--- src/rtl/gsf_pkg.sv ---
// Shared types and constants for the GPS sentence framer.
package gsf_pkg;

    // Default buffer depths
    localparam int BINARY_DEPTH_DEF = 256;
    localparam int TEXT_DEPTH_DEF   = 128;

    // Framing characters and the length byte position
    localparam logic [7:0] CH_START   = 8'h24;  // '$'
    localparam logic [7:0] CH_BINARY  = 8'h40;  // '@'
    localparam logic [7:0] CH_NEWLINE = 8'h0A;  // newline
    localparam logic [7:0] LENGTH_POS = 8'd6;

    // Framer state carried between bytes
    typedef struct packed {
        logic [7:0] frame_position;
        logic       is_binary_record;
        logic [7:0] record_length;
    } frame_state_t;

    // One result item
    typedef struct packed {
        logic       write_binary;
        logic       write_text;
        logic [7:0] write_index;
        logic [7:0] write_data;
        logic       frame_done;
    } frame_result_t;

endpackage

--- src/rtl/gsf_decode.sv ---
// Per-byte framing decision: result item and next framer state.
module gsf_decode #(
    parameter int BINARY_DEPTH = gsf_pkg::BINARY_DEPTH_DEF,
    parameter int TEXT_DEPTH   = gsf_pkg::TEXT_DEPTH_DEF
) (
    input  logic [7:0]            rx_byte,
    input  gsf_pkg::frame_state_t state,
    output gsf_pkg::frame_state_t state_next,
    output gsf_pkg::frame_result_t result
);

    localparam logic [8:0] BIN_DEPTH = 9'(BINARY_DEPTH);
    localparam logic [8:0] TXT_DEPTH = 9'(TEXT_DEPTH);
    localparam logic [7:0] BIN_LAST  = 8'(BINARY_DEPTH - 1);
    localparam logic [7:0] TXT_LAST  = 8'(TEXT_DEPTH - 1);

    logic [8:0] pos_inc;
    logic [8:0] next_pos;
    logic [8:0] depth;
    logic [7:0] last_idx;
    logic       kind_next;

    assign pos_inc = {1'b0, state.frame_position} + 9'd1;

    // Main framing decision
    always_comb
    begin
        result                = '0;
        kind_next             = state.is_binary_record;
        state_next            = state;
        next_pos              = 9'd0;
        last_idx              = state.is_binary_record ? BIN_LAST : TXT_LAST;

        if (state.frame_position == 8'd0)
        begin
            if (rx_byte == gsf_pkg::CH_START)
            begin
                result.write_binary = 1'b1;
                result.write_text   = 1'b1;
                result.write_data   = rx_byte;
                next_pos            = 9'd1;
            end
        end
        else if (state.frame_position == 8'd1)
        begin
            // Kind byte is always stored, '$' included
            kind_next           = (rx_byte == gsf_pkg::CH_BINARY);
            result.write_binary = kind_next;
            result.write_text   = !kind_next;
            result.write_index  = 8'd1;
            result.write_data   = rx_byte;
            next_pos            = 9'd2;
        end
        else if (state.frame_position == gsf_pkg::LENGTH_POS && state.is_binary_record)
        begin
            state_next.record_length = rx_byte;
            result.write_binary      = 1'b1;
            result.write_index       = state.frame_position;
            result.write_data        = rx_byte;
            next_pos                 = pos_inc;
        end
        else if (rx_byte == gsf_pkg::CH_NEWLINE ||
                 (state.is_binary_record && state.frame_position == state.record_length))
        begin
            // Ending byte is not stored
            result.frame_done = state.is_binary_record;
        end
        else if (rx_byte != gsf_pkg::CH_START)
        begin
            // Body byte, index saturated at the last entry
            result.write_index  = (state.frame_position < last_idx) ?
                                  state.frame_position : last_idx;
            result.write_data   = rx_byte;
            result.write_binary = state.is_binary_record;
            result.write_text   = !state.is_binary_record;
            next_pos            = pos_inc;
        end

        // Wrap at the depth of the kind now in force; next_pos never exceeds it
        depth                       = kind_next ? BIN_DEPTH : TXT_DEPTH;
        state_next.is_binary_record = kind_next;
        state_next.frame_position   = (next_pos >= depth) ? 8'(next_pos - depth)
                                                          : next_pos[7:0];
    end

endmodule

--- src/rtl/gps_sentence_framer_unit.sv ---
// Top level of the GPS sentence framer: input register, decode, result register.
//
//  channel | valid        | stall        | payload
//  --------+--------------+--------------+-----------------------------------------
//  rx      | rx_valid     | rx_stall     | rx_byte
//  result  | result_valid | result_stall | write_binary, write_text, write_index,
//          |              |              | write_data, frame_done
//
// One byte is taken per cycle while rx_stall is low; each byte gives one result,
// passing through the input register, the single decode step and the result register.
// Framer state changes as a byte moves from the input register to the result
// register. Reset clears state and both valid flags. While result_stall holds a
// full result register, a full input register holds too and rx_stall rises; an
// empty input register still takes one byte before rx_stall rises.
module gps_sentence_framer_unit #(
    parameter int BINARY_DEPTH = gsf_pkg::BINARY_DEPTH_DEF,
    parameter int TEXT_DEPTH   = gsf_pkg::TEXT_DEPTH_DEF
) (
    input  logic       clk,
    input  logic       rst_n,
    input  logic       rx_valid,
    output logic       rx_stall,
    input  logic [7:0] rx_byte,
    output logic       result_valid,
    input  logic       result_stall,
    output logic       write_binary,
    output logic       write_text,
    output logic [7:0] write_index,
    output logic [7:0] write_data,
    output logic       frame_done
);

    logic                   in_valid_reg;
    logic [7:0]             in_byte_reg;
    logic                   out_valid_reg;
    gsf_pkg::frame_result_t out_reg;
    gsf_pkg::frame_state_t  state_reg;
    gsf_pkg::frame_state_t  state_next;
    gsf_pkg::frame_result_t result_next;
    logic                   advance;

    // Byte moves on when the result register is free or being emptied
    assign advance  = in_valid_reg && (!out_valid_reg || !result_stall);
    assign rx_stall = in_valid_reg && !advance;

    gsf_decode #(
        .BINARY_DEPTH (BINARY_DEPTH),
        .TEXT_DEPTH   (TEXT_DEPTH)
    ) u_decode (
        .rx_byte    (in_byte_reg),
        .state      (state_reg),
        .state_next (state_next),
        .result     (result_next)
    );

    // Control and state registers
    always_ff @(posedge clk or negedge rst_n)
    begin
        if (!rst_n)
        begin
            in_valid_reg  <= 1'b0;
            out_valid_reg <= 1'b0;
            state_reg     <= '0;
        end
        else
        begin
            if (!rx_stall)
            begin
                in_valid_reg <= rx_valid;
            end
            if (advance)
            begin
                out_valid_reg <= 1'b1;
                state_reg     <= state_next;
            end
            else if (!result_stall)
            begin
                out_valid_reg <= 1'b0;
            end
        end
    end

    // Payload registers
    always_ff @(posedge clk)
    begin
        if (rx_valid && !rx_stall)
        begin
            in_byte_reg <= rx_byte;
        end
        if (advance)
        begin
            out_reg <= result_next;
        end
    end

    assign result_valid = out_valid_reg;
    assign write_binary = out_reg.write_binary;
    assign write_text   = out_reg.write_text;
    assign write_index  = out_reg.write_index;
    assign write_data   = out_reg.write_data;
    assign frame_done   = out_reg.frame_done;

endmodule

--- config.mk ---
export PLATFORM = sky130hd
export DESIGN_NAME = gps_sentence_framer_unit
export DESIGN_NICKNAME = d
export VERILOG_FILES = /design/src/rtl/gsf_pkg.sv /design/src/rtl/gsf_decode.sv /design/src/rtl/gps_sentence_framer_unit.sv
export SDC_FILE = /design/constraint.sdc
export NUM_CORES = 1
export LEC_CHECK = 0
export BUFFER_PORTS_ARGS = -buffer_cell sky130_fd_sc_hd__buf_2
export CAP_MARGIN = 40
export CORE_AREA = 8 8 75 77
export CTS_CLUSTER_SIZE = 8
export DETAILED_ROUTE_END_ITERATION = 8
export DIE_AREA = 0 0 83 85
export GPL_TIMING_DRIVEN = 0
export MAX_ROUTING_LAYER = met4
export PLACE_DENSITY = 0.83
export SLEW_MARGIN = 10
export SYNTH_ARGS = -nofsm -noshare
export SYNTH_HDL_FRONTEND = slang
export SYNTH_SLANG_ARGS = --single-unit
--- constraint.sdc ---
create_clock -name clk -period 3.9 [get_ports clk]
set_input_delay 0.195 -clock clk [delete_from_list [all_inputs] [get_ports clk]]
set_output_delay 0.195 -clock clk [all_outputs]
set_load 0.02 [all_outputs]
==> run_results.csv, run 1 <==
group,metric,value,unit
outcome,outcome,"completed",
logic_synthesis,synth_edf_count,27,
grt,grt_overflow,0,
setup_path,timing.rr.start,"state_reg[9]$_DFFE_PN0P_",
logic_synthesis,synth_cells,233,
detailed_routing,ant_nets,0,
power_and_ir_drop,peakVddDrop,0.2692,mV
setup_path,required,4.13,ns
detailed_routing,vias,1937,
detailed_routing,wl_met1,2386,um
detailed_routing,wl_met2,2596,um
detailed_routing,dr_wl_met3,328,um
logic_synthesis,synthFlopType,"edfxtp_1",
clocking,cts-root-buf,"clkbuf_8",
setup_path,critPathMaxStageDelay,0.45,ns
setup_path,cp-start-kind,"register",
logic_synthesis,synth_cell_type_count,50,
logic_synthesis,synth.avg_cell_area,10.48,um2
detailed_routing,top_layer,"met4",
power_and_ir_drop,total_power,1.493,mW
floorplanning,die_w,83,um
clocking,clkTransAtPathRegs,0.09,ns
detailed_routing,vias_per_cell,5.888,
detailed_routing,post_drt_wl_per_cell,16.64,um
worst_hold_path,worstHoldStart,"rx_byte[4]",
clocking,htree_num_levels,2,
sta,slew_viol_final,0,
clocking,cts_sinks,46,
grt,grt_pass1_vias,1996,
grt,grt_use_total,16.23,%
power_and_ir_drop,power.density,531.1,mW/mm2
flow_run,max_cap_violations,0,
sta,clock_skew,0.008890,ns
logic_synthesis,syn-num-nets,252,
setup_path,crit_start,"state_reg[9]$_DFFE_PN0P_",
setup_path,crit_arrival,3.93,ns
sta,fmax,0.2704,GHz
placed_design,dp_hpwl,3934,um
floorplanning,die_area,0.007055,mm2
setup_path,path_class,"reg2reg",
clocking,clk_latency,0.31,ns
cells_and_area,finalNetCount,293,
sta,slew_headroom,55.46,%
setup_path,path_max_fanout,8,
cells_and_area,fill_cells,378,
floorplanning,rows,25,
sta,finalHoldViolCount,0,
setup_path,path_cells,"clkbuf_1, inv_1, ha_1, nand3_1, or4_1, clkbuf_2, a21oi_4, and4_2, ha_1, a21oi_1, inv_1, a2111oi_0, a221oi_1, mux2i_1",
placed_design,placed_area,0.002684,mm2
cells_and_area,synthToLayoutAreaGrowth,15.12,%
setup_path,crit_slowest_cell,"or4_1",
detailed_routing,drt_iter0_markers,215,
floorplanning,core,0.004536,mm2
logic_synthesis,yosysWarnings,0,
logic_synthesis,yosysSeqAreaShare,52.69,%
worst_hold_path,hp-class,"in2reg",
logic_synthesis,ys_seq_elements,46,
detailed_routing,wl,5476,um
clocking,cts_tree,"done",
grt,antenna_found_initial,0,
clocking,cts_buffer_depth,2,
logic_synthesis,async_flop_share,41.30,%
placed_design,place_congestion,0.9247,
floorplanning,die_height,85,um
cells_and_area,drive_above_1_share,21.82,%
grt,grt_max_degree,20,
sta,worst_slew_pin_slew,0.6645,ns
detailed_routing,drc,0,
logic_synthesis,syn_area,0.002441,mm2
placed_design,port_buffers,32,
sta,setup_viol,0,
grt,grt_pass1_wl,9273,um
cells_and_area,fin_area,0.002810,mm2
setup_path,crit_family,"compound AO/OA/AOI/OAI gates",
sta,period_minus_slack,3.699,ns
setup_path,cp_num_buf_inv,4,
detailed_routing,first_pass_iters,5,
sta,period_share,94.84,%
sta,hold_ws,0.05787,ns
floorplanning,pin_count,33,
clocking,cts_buffers,5,
cells_and_area,antenna_cells,0,
setup_path,crit_path_end_kind,"register",
cells_and_area,largest_reg_flops,17,
floorplanning,start_util,53.82,%
power_and_ir_drop,p_leak,1.112,nW
[metal layers]
layer / GRT usage, % / up-vias
met2: 25.74 / 72
met5: - / -
li1: - / 922
met3: 3.736 / 19
met4: 8.946 / 0
met1: 18.67 / 924
[cell usage in the layout (no fill, tap or decap), drive strengths merged, types with 3 or more instances in the layout]
master / Yosys / layout
a21oi: 10 / 10
and2: 7 / 7
buf: 2 / 35
clkbuf: 11 / 16
dfrtp: 19 / 19
edfxtp: 27 / 27
ha: 7 / 7
inv: 12 / 14
mux2: 8 / 8
nand2: 16 / 16
nand3: 10 / 10
nand4: 3 / 3
nor2: 25 / 25
nor3: 9 / 9
nor4: 3 / 3
o21ai: 15 / 15
or4: 3 / 3
xnor2: 8 / 8
[worst register-to-register path: stages (launching register included)]
cell and delay, ns:
dfrtp_1 0.41, clkbuf_1 0.24, inv_1 0.21, ha_1 0.23, nand3_1 0.15, or4_1 0.45
clkbuf_2 0.22, a21oi_4 0.26, and4_2 0.25, ha_1 0.23, a21oi_1 0.18, inv_1 0.08
a2111oi_0 0.38, a221oi_1 0.12, mux2i_1 0.20
[cells in the mapped netlist, types with 3 or more instances]
library cell | n | area share (%)
nor3_1 | 9 | 1.8
ha_1 | 7 | 3.6
o21ai_0 | 14 | 2.9
nand3_1 | 10 | 2.1
edfxtp_1 | 27 | 33
xnor2_1 | 8 | 2.9
dfrtp_1 | 19 | 19
nand4_1 | 3 | 0.77
and2_1 | 7 | 1.8
clkbuf_1 | 10 | 1.5
mux2_2 | 8 | 3.7
inv_1 | 12 | 1.8
nor2_1 | 24 | 3.7
or4_1 | 3 | 0.92
a21oi_1 | 10 | 2.1
nand2_1 | 16 | 2.5
[path summary, 6_finish.rpt]
kind	to	depth (start not counted)	slack, ns
worst max-delay path	state_reg[16]$_DFFE_PN0P_	14	0.20
worst min-delay path	in_byte_reg[4]$_DFFE_PP_	1	0.06
worst max register to register	state_reg[16]$_DFFE_PN0P_	14	0.20
worst min register to register	result_valid$_DFFE_PN0P_	1	0.50
max in group asynchronous	state_reg[0]$_DFFE_PN0P_	2	3.20
min in group asynchronous	state_reg[16]$_DFFE_PN0P_	2	0.36
[layout make-up]
class                      count  area, um2  share of cell area [%]
timing repair buffer          34      185.2                   6.589
clock inverter                 3      22.52                  0.8014
tap                           54      67.56                   2.404
clock buffer                   5      68.82                   2.449
inverter                      13      48.80                   1.736
sequential                    46       1286                   45.77
buffer                        13      65.06                   2.315
multi-input combinational    161       1066                   37.93
[kinds of logic after synthesis]
family | synth area share, %
simple gates | 18.86
compound gates | 12.51
flops | 52.69
buf+inv | 4.664
xor+xnor | 3.588
mux | 4.101
fa+ha+maj | 3.588
[stage by stage]
step	TNS [ns]	utilization [%]	setup slack [ns]	instances
5_1_grt	-0.003300	61.96	-0.003300	329
2_1_floorplan	0	-	0.7226	233
6_report	0	61.96	0.2013	329
3_3_place_gp	-0.0002522	58.84	-0.0002522	319
4_1_cts	0	61.60	0.05206	329
3_5_place_dp	-0.03963	59.17	-0.03963	320
[power by group]
part	internal [mW]	leakage, nW	total, mW	switching (mW)
Combinational	0.202	0.580	0.560	0.358
Sequential	0.597	0.487	0.630	0.0335
Clock	0.129	0.0451	0.302	0.173
[what timing repair did]
action,CTS,global route
endpoints found under the setup margin,1,1
buffers inserted,0,0
pin swaps,0,0
endpoints found under the hold margin,19,0
resized for setup,1,3
hold buffers,1,0
No activity file was read; power rests on OpenSTA's default activity.
==> run 2: changes to the inputs <==
--- a/config.mk
+++ b/config.mk
@@ -7,13 +7,13 @@
 export LEC_CHECK = 0
 export BUFFER_PORTS_ARGS = -buffer_cell sky130_fd_sc_hd__buf_2
 export CAP_MARGIN = 40
-export CORE_AREA = 8 8 75 77
+export CORE_AREA = 2 2 102 104
 export CTS_CLUSTER_SIZE = 8
 export DETAILED_ROUTE_END_ITERATION = 8
-export DIE_AREA = 0 0 83 85
+export DIE_AREA = 0 0 104 106
 export GPL_TIMING_DRIVEN = 0
 export MAX_ROUTING_LAYER = met4
-export PLACE_DENSITY = 0.83
+export PLACE_DENSITY = 0.47
 export SLEW_MARGIN = 10
 export SYNTH_ARGS = -nofsm -noshare
 export SYNTH_HDL_FRONTEND = slang
==> run_results.csv, run 2 (synthesis results as in run 1) <==
group,metric,value,unit
sta,period_minus_slack,3.544,ns
clocking,cts_tree,"done",
setup_path,cp-start-kind,"register",
floorplanning,rows,37,
placed_design,port_buffers,32,
setup_path,path_max_fanout,10,
setup_path,cp_num_buf_inv,3,
placed_design,dp_cells,402,
cells_and_area,synthToLayoutAreaGrowth,19.94,%
detailed_routing,vias,1864,
detailed_routing,wl,5705,um
placed_design,place_congestion,0.8938,
outcome,outcome,"completed",
clocking,cts-root-buf,"clkbuf_8",
detailed_routing,vias_per_cell,4.546,
setup_path,required,4.08,ns
cells_and_area,largest_reg_flops,17,
clocking,cts_sinks,46,
sta,finalHoldViolCount,0,
grt,grt_pass1_wl,9363,um
detailed_routing,first_pass_iters,4,
setup_path,crit_slowest_cell,"dfrtp_1",
cells_and_area,antenna_cells,0,
flow_run,max_cap_violations,0,
grt,grt_pass1_vias,1812,
floorplanning,pin_count,33,
setup_path,crit_path_end_kind,"register",
cells_and_area,stdcell_count,410,
power_and_ir_drop,peakVddDrop,0.1972,mV
floorplanning,die_w,104,um
sta,worst_slew_pin_slew,0.6815,ns
clocking,htree_num_levels,2,
sta,period_share,90.87,%
grt,grt_overflow,0,
worst_hold_path,hp-class,"in2reg",
floorplanning,start_util,24.41,%
detailed_routing,ant_nets,0,
sta,clock_skew,0.007601,ns
clocking,cts_buffer_depth,2,
cells_and_area,fill_cells,1075,
sta,rsz0062_at_grt,"no",
clocking,clkTransAtPathRegs,0.10,ns
setup_path,crit_family,"compound AO/OA/AOI/OAI gates",
placed_design,dp_hpwl,4150,um
grt,grt_use_total,10.99,%
detailed_routing,drc,0,
sta,slew_headroom,54.18,%
grt,antenna_found_initial,0,
grt,grt_max_degree,22,
cells_and_area,layout_common_cells,"buf_2 (32), edfxtp_1 (27), nor2_1 (24), dfrtp_1 (19), nand2_1 (16)",
clocking,cts_buffers,5,
power_and_ir_drop,p_leak,1.118,nW
floorplanning,die_height,106,um
cells_and_area,final_common_cell,"buf_2",
detailed_routing,drt_iter0_markers,110,
detailed_routing,post_drt_wl_per_cell,13.91,um
setup_path,path_class,"reg2reg",
sta,fmax,0.2822,GHz
sta,setup_viol,0,
floorplanning,core,0.01000,mm2
floorplanning,die_area,0.01102,mm2
power_and_ir_drop,power.density,515.1,mW/mm2
cells_and_area,drive_above_1_share,22.26,%
sta,slew_viol_final,0,
setup_path,path_cells,"inv_1, ha_1, nand3_1, or4_1, clkbuf_2, a21oi_4, and4_2, ha_1, a21oi_1, inv_1, a2111oi_1, a221oi_1, mux2i_1",
setup_path,critPathMaxStageDelay,0.54,ns
setup_path,crit_arrival,3.73,ns
power_and_ir_drop,total_power,1.508,mW
sta,hold_ws,0.06022,ns
cells_and_area,finalNetCount,292,
clocking,clk_latency,0.31,ns
-- run 2: metrics by stage --
stage	area [um2]	TNS, ns	setup slack, ns	util, %
2_1_floorplan	2441	0	0.7226	-
3_3_place_gp	2771	-0.09230	-0.09230	27.72
3_5_place_dp	2799	-0.08472	-0.08472	27.99
4_1_cts	2909	0	0.01405	29.09
5_1_grt	2928	0	0.07959	29.28
6_report	2928	0	0.3559	29.28
-- run 2: final timing paths --
| kind | startpoint | endpoint | slack [ns] | cells after the start |
|---|---|---|---|---|
| worst min-delay path | rx_byte[0] | in_byte_reg[0]$_DFFE_PP_ | 0.06 | 1 |
| worst max-delay path | state_reg[9]$_DFFE_PN0P_ | state_reg[16]$_DFFE_PN0P_ | 0.36 | 13 |
| worst max register to register | state_reg[9]$_DFFE_PN0P_ | state_reg[16]$_DFFE_PN0P_ | 0.36 | 13 |
| max in group asynchronous | rst_n | state_reg[1]$_DFFE_PN0P_ | 3.19 | 2 |
| min in group asynchronous | rst_n | state_reg[8]$_DFFE_PN0P_ | 0.37 | 2 |
| worst min register to register | in_valid_reg$_DFFE_PN0N_ | result_valid$_DFFE_PN0P_ | 0.50 | 1 |
-- run 2: final cells by class --
class	instances	area [um2]	area share, %
Multi-Input combinational cell	161	1072	36.62
Clock buffer	5	68.82	2.350
Tap cell	136	170.2	5.812
Timing Repair Buffer	34	197.7	6.752
Clock inverter	3	22.52	0.7692
Inverter	13	48.80	1.667
Sequential cell	46	1286	43.93
Buffer	12	61.31	2.094
-- run 2: power breakdown --
group	switching, mW	internal [mW]	total, mW
registers	0.0423	0.596	0.639
logic	0.352	0.205	0.557
clock network	0.184	0.129	0.313
total	0.578	0.930	1.51
-- run 2: what timing repair did --
item                                    in CTS  in global routing
resized for setup                            1                  5
hold buffers                                 1                  0
pin swaps                                    0                  1
hold endpoints to repair                    19                  0
endpoints found under the setup margin       1                  1
setup buffers                                0                  0
gates cloned                                 0                  0
-- run 2: worst reg2reg max path, cell delays in order (launching register included) --
cell and delay, ns:
dfrtp_1 0.54, inv_1 0.19, ha_1 0.21, nand3_1 0.16
or4_1 0.44, clkbuf_2 0.21, a21oi_4 0.28, and4_2 0.26
ha_1 0.24, a21oi_1 0.18, inv_1 0.08, a2111oi_1 0.36
a221oi_1 0.13, mux2i_1 0.15
-- run 2: layer usage --
metal	up-vias	global-route usage, %	wire, um	share of wire [%]
met2	52	17.25	2731	48
met4	0	4.730	89	1.6
met1	874	14.02	2640	46
met3	8	1.962	244	4.3
li1	930	-	-	-
met5	-	-	0	0
==> run 3: changes to the inputs <==
--- a/config.mk
+++ b/config.mk
@@ -8,10 +8,12 @@
 export BUFFER_PORTS_ARGS = -buffer_cell sky130_fd_sc_hd__buf_2
 export CAP_MARGIN = 40
 export CORE_AREA = 2 2 102 104
+export CTS_BUF_LIST = sky130_fd_sc_hd__clkbuf_8
 export CTS_CLUSTER_SIZE = 8
 export DETAILED_ROUTE_END_ITERATION = 8
 export DIE_AREA = 0 0 104 106
 export GPL_TIMING_DRIVEN = 0
+export HOLD_SLACK_MARGIN = 0.15
 export MAX_ROUTING_LAYER = met4
 export PLACE_DENSITY = 0.47
 export SLEW_MARGIN = 10
==> run_results.csv, run 3 (synthesis results as in run 1) <==
group,metric,value,unit
outcome,outcome,"completed",
grt,use_met3,1.962,%
power_and_ir_drop,peakVddDrop,0.1977,mV
sta,rsz0062_at_grt,"no",
placed_design,port_buffers,32,
detailed_routing,drt_iter0_markers,123,
grt,antenna_found_initial,0,
grt,grt_max_degree,22,
clocking,cts_sinks,46,
power_and_ir_drop,p_int,936.6,uW
setup_path,timing.rr.start,"state_reg[9]$_DFFE_PN0P_",
grt,use_met2,17.67,%
detailed_routing,ant_nets,0,
setup_path,r2r_cells,13,
clocking,clkTransAtPathRegs,0.10,ns
power_and_ir_drop,power.density,500.3,mW/mm2
placed_design,place_congestion,0.8938,
floorplanning,die_area,0.01102,mm2
cells_and_area,fin_area,0.003028,mm2
sta,slew_viol_final,0,
setup_path,crit_slowest_cell,"dfrtp_1",
placed_design,placed_area,0.002799,mm2
grt,grt_pass1_vias,1831,
grt,grt_use_total,11.09,%
grt,grt.busiest_layer,"met2",
clocking,htree_num_levels,2,
setup_path,reg2reg_slack,0.35,ns
floorplanning,pin_count,33,
detailed_routing,wl,5774,um
power_and_ir_drop,clockPowerShare,20.5,%
power_and_ir_drop,p_leak,1.159,nW
power_and_ir_drop,comb_power_share,37.3,%
setup_path,crit_start,"state_reg[9]$_DFFE_PN0P_",
cells_and_area,synthToLayoutAreaGrowth,24.04,%
cells_and_area,layout_common_cells,"buf_2 (32), edfxtp_1 (27), nor2_1 (24), dfrtp_1 (19), nand2_1 (16)",
setup_path,required,4.08,ns
detailed_routing,first_pass_iters,4,
floorplanning,rows,37,
cells_and_area,antenna_cells,0,
detailed_routing,drc,0,
clocking,clk_latency,0.30,ns
clocking,cts_buffer_depth,2,
cells_and_area,drive_above_1_share,21.48,%
setup_path,crit_arrival,3.73,ns
floorplanning,die_height,106,um
sta,slew_headroom,56.49,%
detailed_routing,vias_per_cell,4.560,
sta,tns,0,ns
floorplanning,core,0.01000,mm2
setup_path,crit_path_end_kind,"register",
power_and_ir_drop,p_sw,578.2,uW
cells_and_area,largest_reg_flops,17,
sta,worst_slew_pin_slew,0.6472,ns
power_and_ir_drop,swShare,38.17,%
placed_design,dp_hpwl,4150,um
floorplanning,die_w,104,um
setup_path,critPathMaxStageDelay,0.54,ns
clocking,cts_tree,"done",
setup_path,reg2reg_to,"state_reg[16]$_DFFE_PN0P_",
grt,use_met1,13.95,%
worst_hold_path,hp-class,"in2async",
sta,finalHoldViolCount,0,
setup_path,path_max_fanout,10,
setup_path,path_cells,"inv_1, ha_1, nand3_1, or4_1, clkbuf_2, a21oi_4, and4_2, ha_1, a21oi_1, inv_1, a2111oi_1, a221oi_1, mux2i_1",
sta,period_share,91.10,%
sta,period_minus_slack,3.553,ns
setup_path,crit_path_end,"state_reg[16]$_DFFE_PN0P_",
floorplanning,start_util,24.41,%
setup_path,path_class,"reg2reg",
sta,clock_skew,0.007441,ns
detailed_routing,post_drt_wl_per_cell,13.75,um
sta,fmax,0.2815,GHz
grt,grt_pass1_wl,9446,um
detailed_routing,vias,1915,
clocking,cts-root-buf,"clkbuf_8",
cells_and_area,final_common_cell,"buf_2",
setup_path,cp-start-kind,"register",
clocking,cts_buffers,5,
flow_run,max_cap_violations,0,
power_and_ir_drop,seqPwrFrac,42.2,%
grt,grt_overflow,0,
cells_and_area,finalNetCount,302,
sta,setup_viol,0,
run 3: cell types whose count changed in the layout (fill, tap and decap cells not counted), sizes merged:
cell / previous run / this run
dlygate4sd3: 1 / 11
run 3: metrics by stage:
step	std cells	hold slack, ns	power (mW)	util, %	setup WS (ns)
6_report	420	0.3747	1.515	30.28	0.3470
5_1_grt	420	0.4316	1.618	30.28	0.07959
4_1_cts	421	0.3991	1.523	30.09	0.01405
3_5_place_dp	402	0.1842	1.196	27.99	-0.08472
3_3_place_gp	401	0.1792	1.187	27.72	-0.09230
2_1_floorplan	233	-0.1006	1.041	-	0.7226
run 3: area by class of cell:
| cell class | instances | area (um2) |
|---|---|---|
| buffer | 12 | 61.31 |
| clock buffer | 5 | 68.82 |
| clock inverter | 3 | 22.52 |
| fill | 1073 | 6972 |
| inverter | 13 | 48.80 |
| multi-input combinational | 161 | 1072 |
| sequential | 46 | 1286 |
| tap | 136 | 170.2 |
| timing repair buffer | 44 | 297.8 |
run 3: worst min-delay path by stage:
| stage | startpoint | end | slack [ns] | cells after the start |
|---|---|---|---|---|
| final | rst_n | state_reg[8]$_DFFE_PN0P_ | 0.37 | 2 |
| after floorplan | rst_n | in_valid_reg$_DFFE_PN0N_ | -0.10 | 0 |
| after detailed placement | rst_n | state_reg[16]$_DFFE_PN0P_ | 0.18 | 1 |
| after global routing | rst_n | state_reg[5]$_DFFE_PN0P_ | 0.43 | 2 |
| after global placement | rst_n | state_reg[11]$_DFFE_PN0P_ | 0.18 | 1 |
| after CTS | rst_n | state_reg[16]$_DFFE_PN0P_ | 0.40 | 2 |
run 3: routing by layer:
layer	up-vias	share of wire, %
li1	948	-
met1	895	45
met2	58	47
met3	14	5.0
met4	0	2.7
met5	-	0
run 3: power by group through the flow:
stage | Clock [mW] | Combinational [mW] | Sequential [mW]
6_report | 0.310 | 0.565 | 0.639
5_1_grt | 0.341 | 0.627 | 0.649
4_1_cts | 0.324 | 0.569 | 0.631
3_5_place_dp | 0 | 0.556 | 0.640
3_3_place_gp | 0 | 0.546 | 0.641
2_1_floorplan | 0 | 0.374 | 0.667
run 3: what timing repair did:
item / in CTS / in global routing
hold buffers: 11 / 0
resized for setup: 1 / 5
endpoints found under the hold margin: 29 / 0
buffers inserted: 0 / 0
setup endpoints to repair: 1 / 1
cloned: 0 / 0
pin swaps: 0 / 1
run 3: critical path: cells and delay by family (launching register included):
kind                       cells  cell delay, ns
AOI/OAI and AO/OA              4            0.95
and+or+nand+nor                3            0.85
DFF                            1            0.54
buffers and inverters          3            0.49
adders and majority gates      2            0.45
muxes                          1            0.15
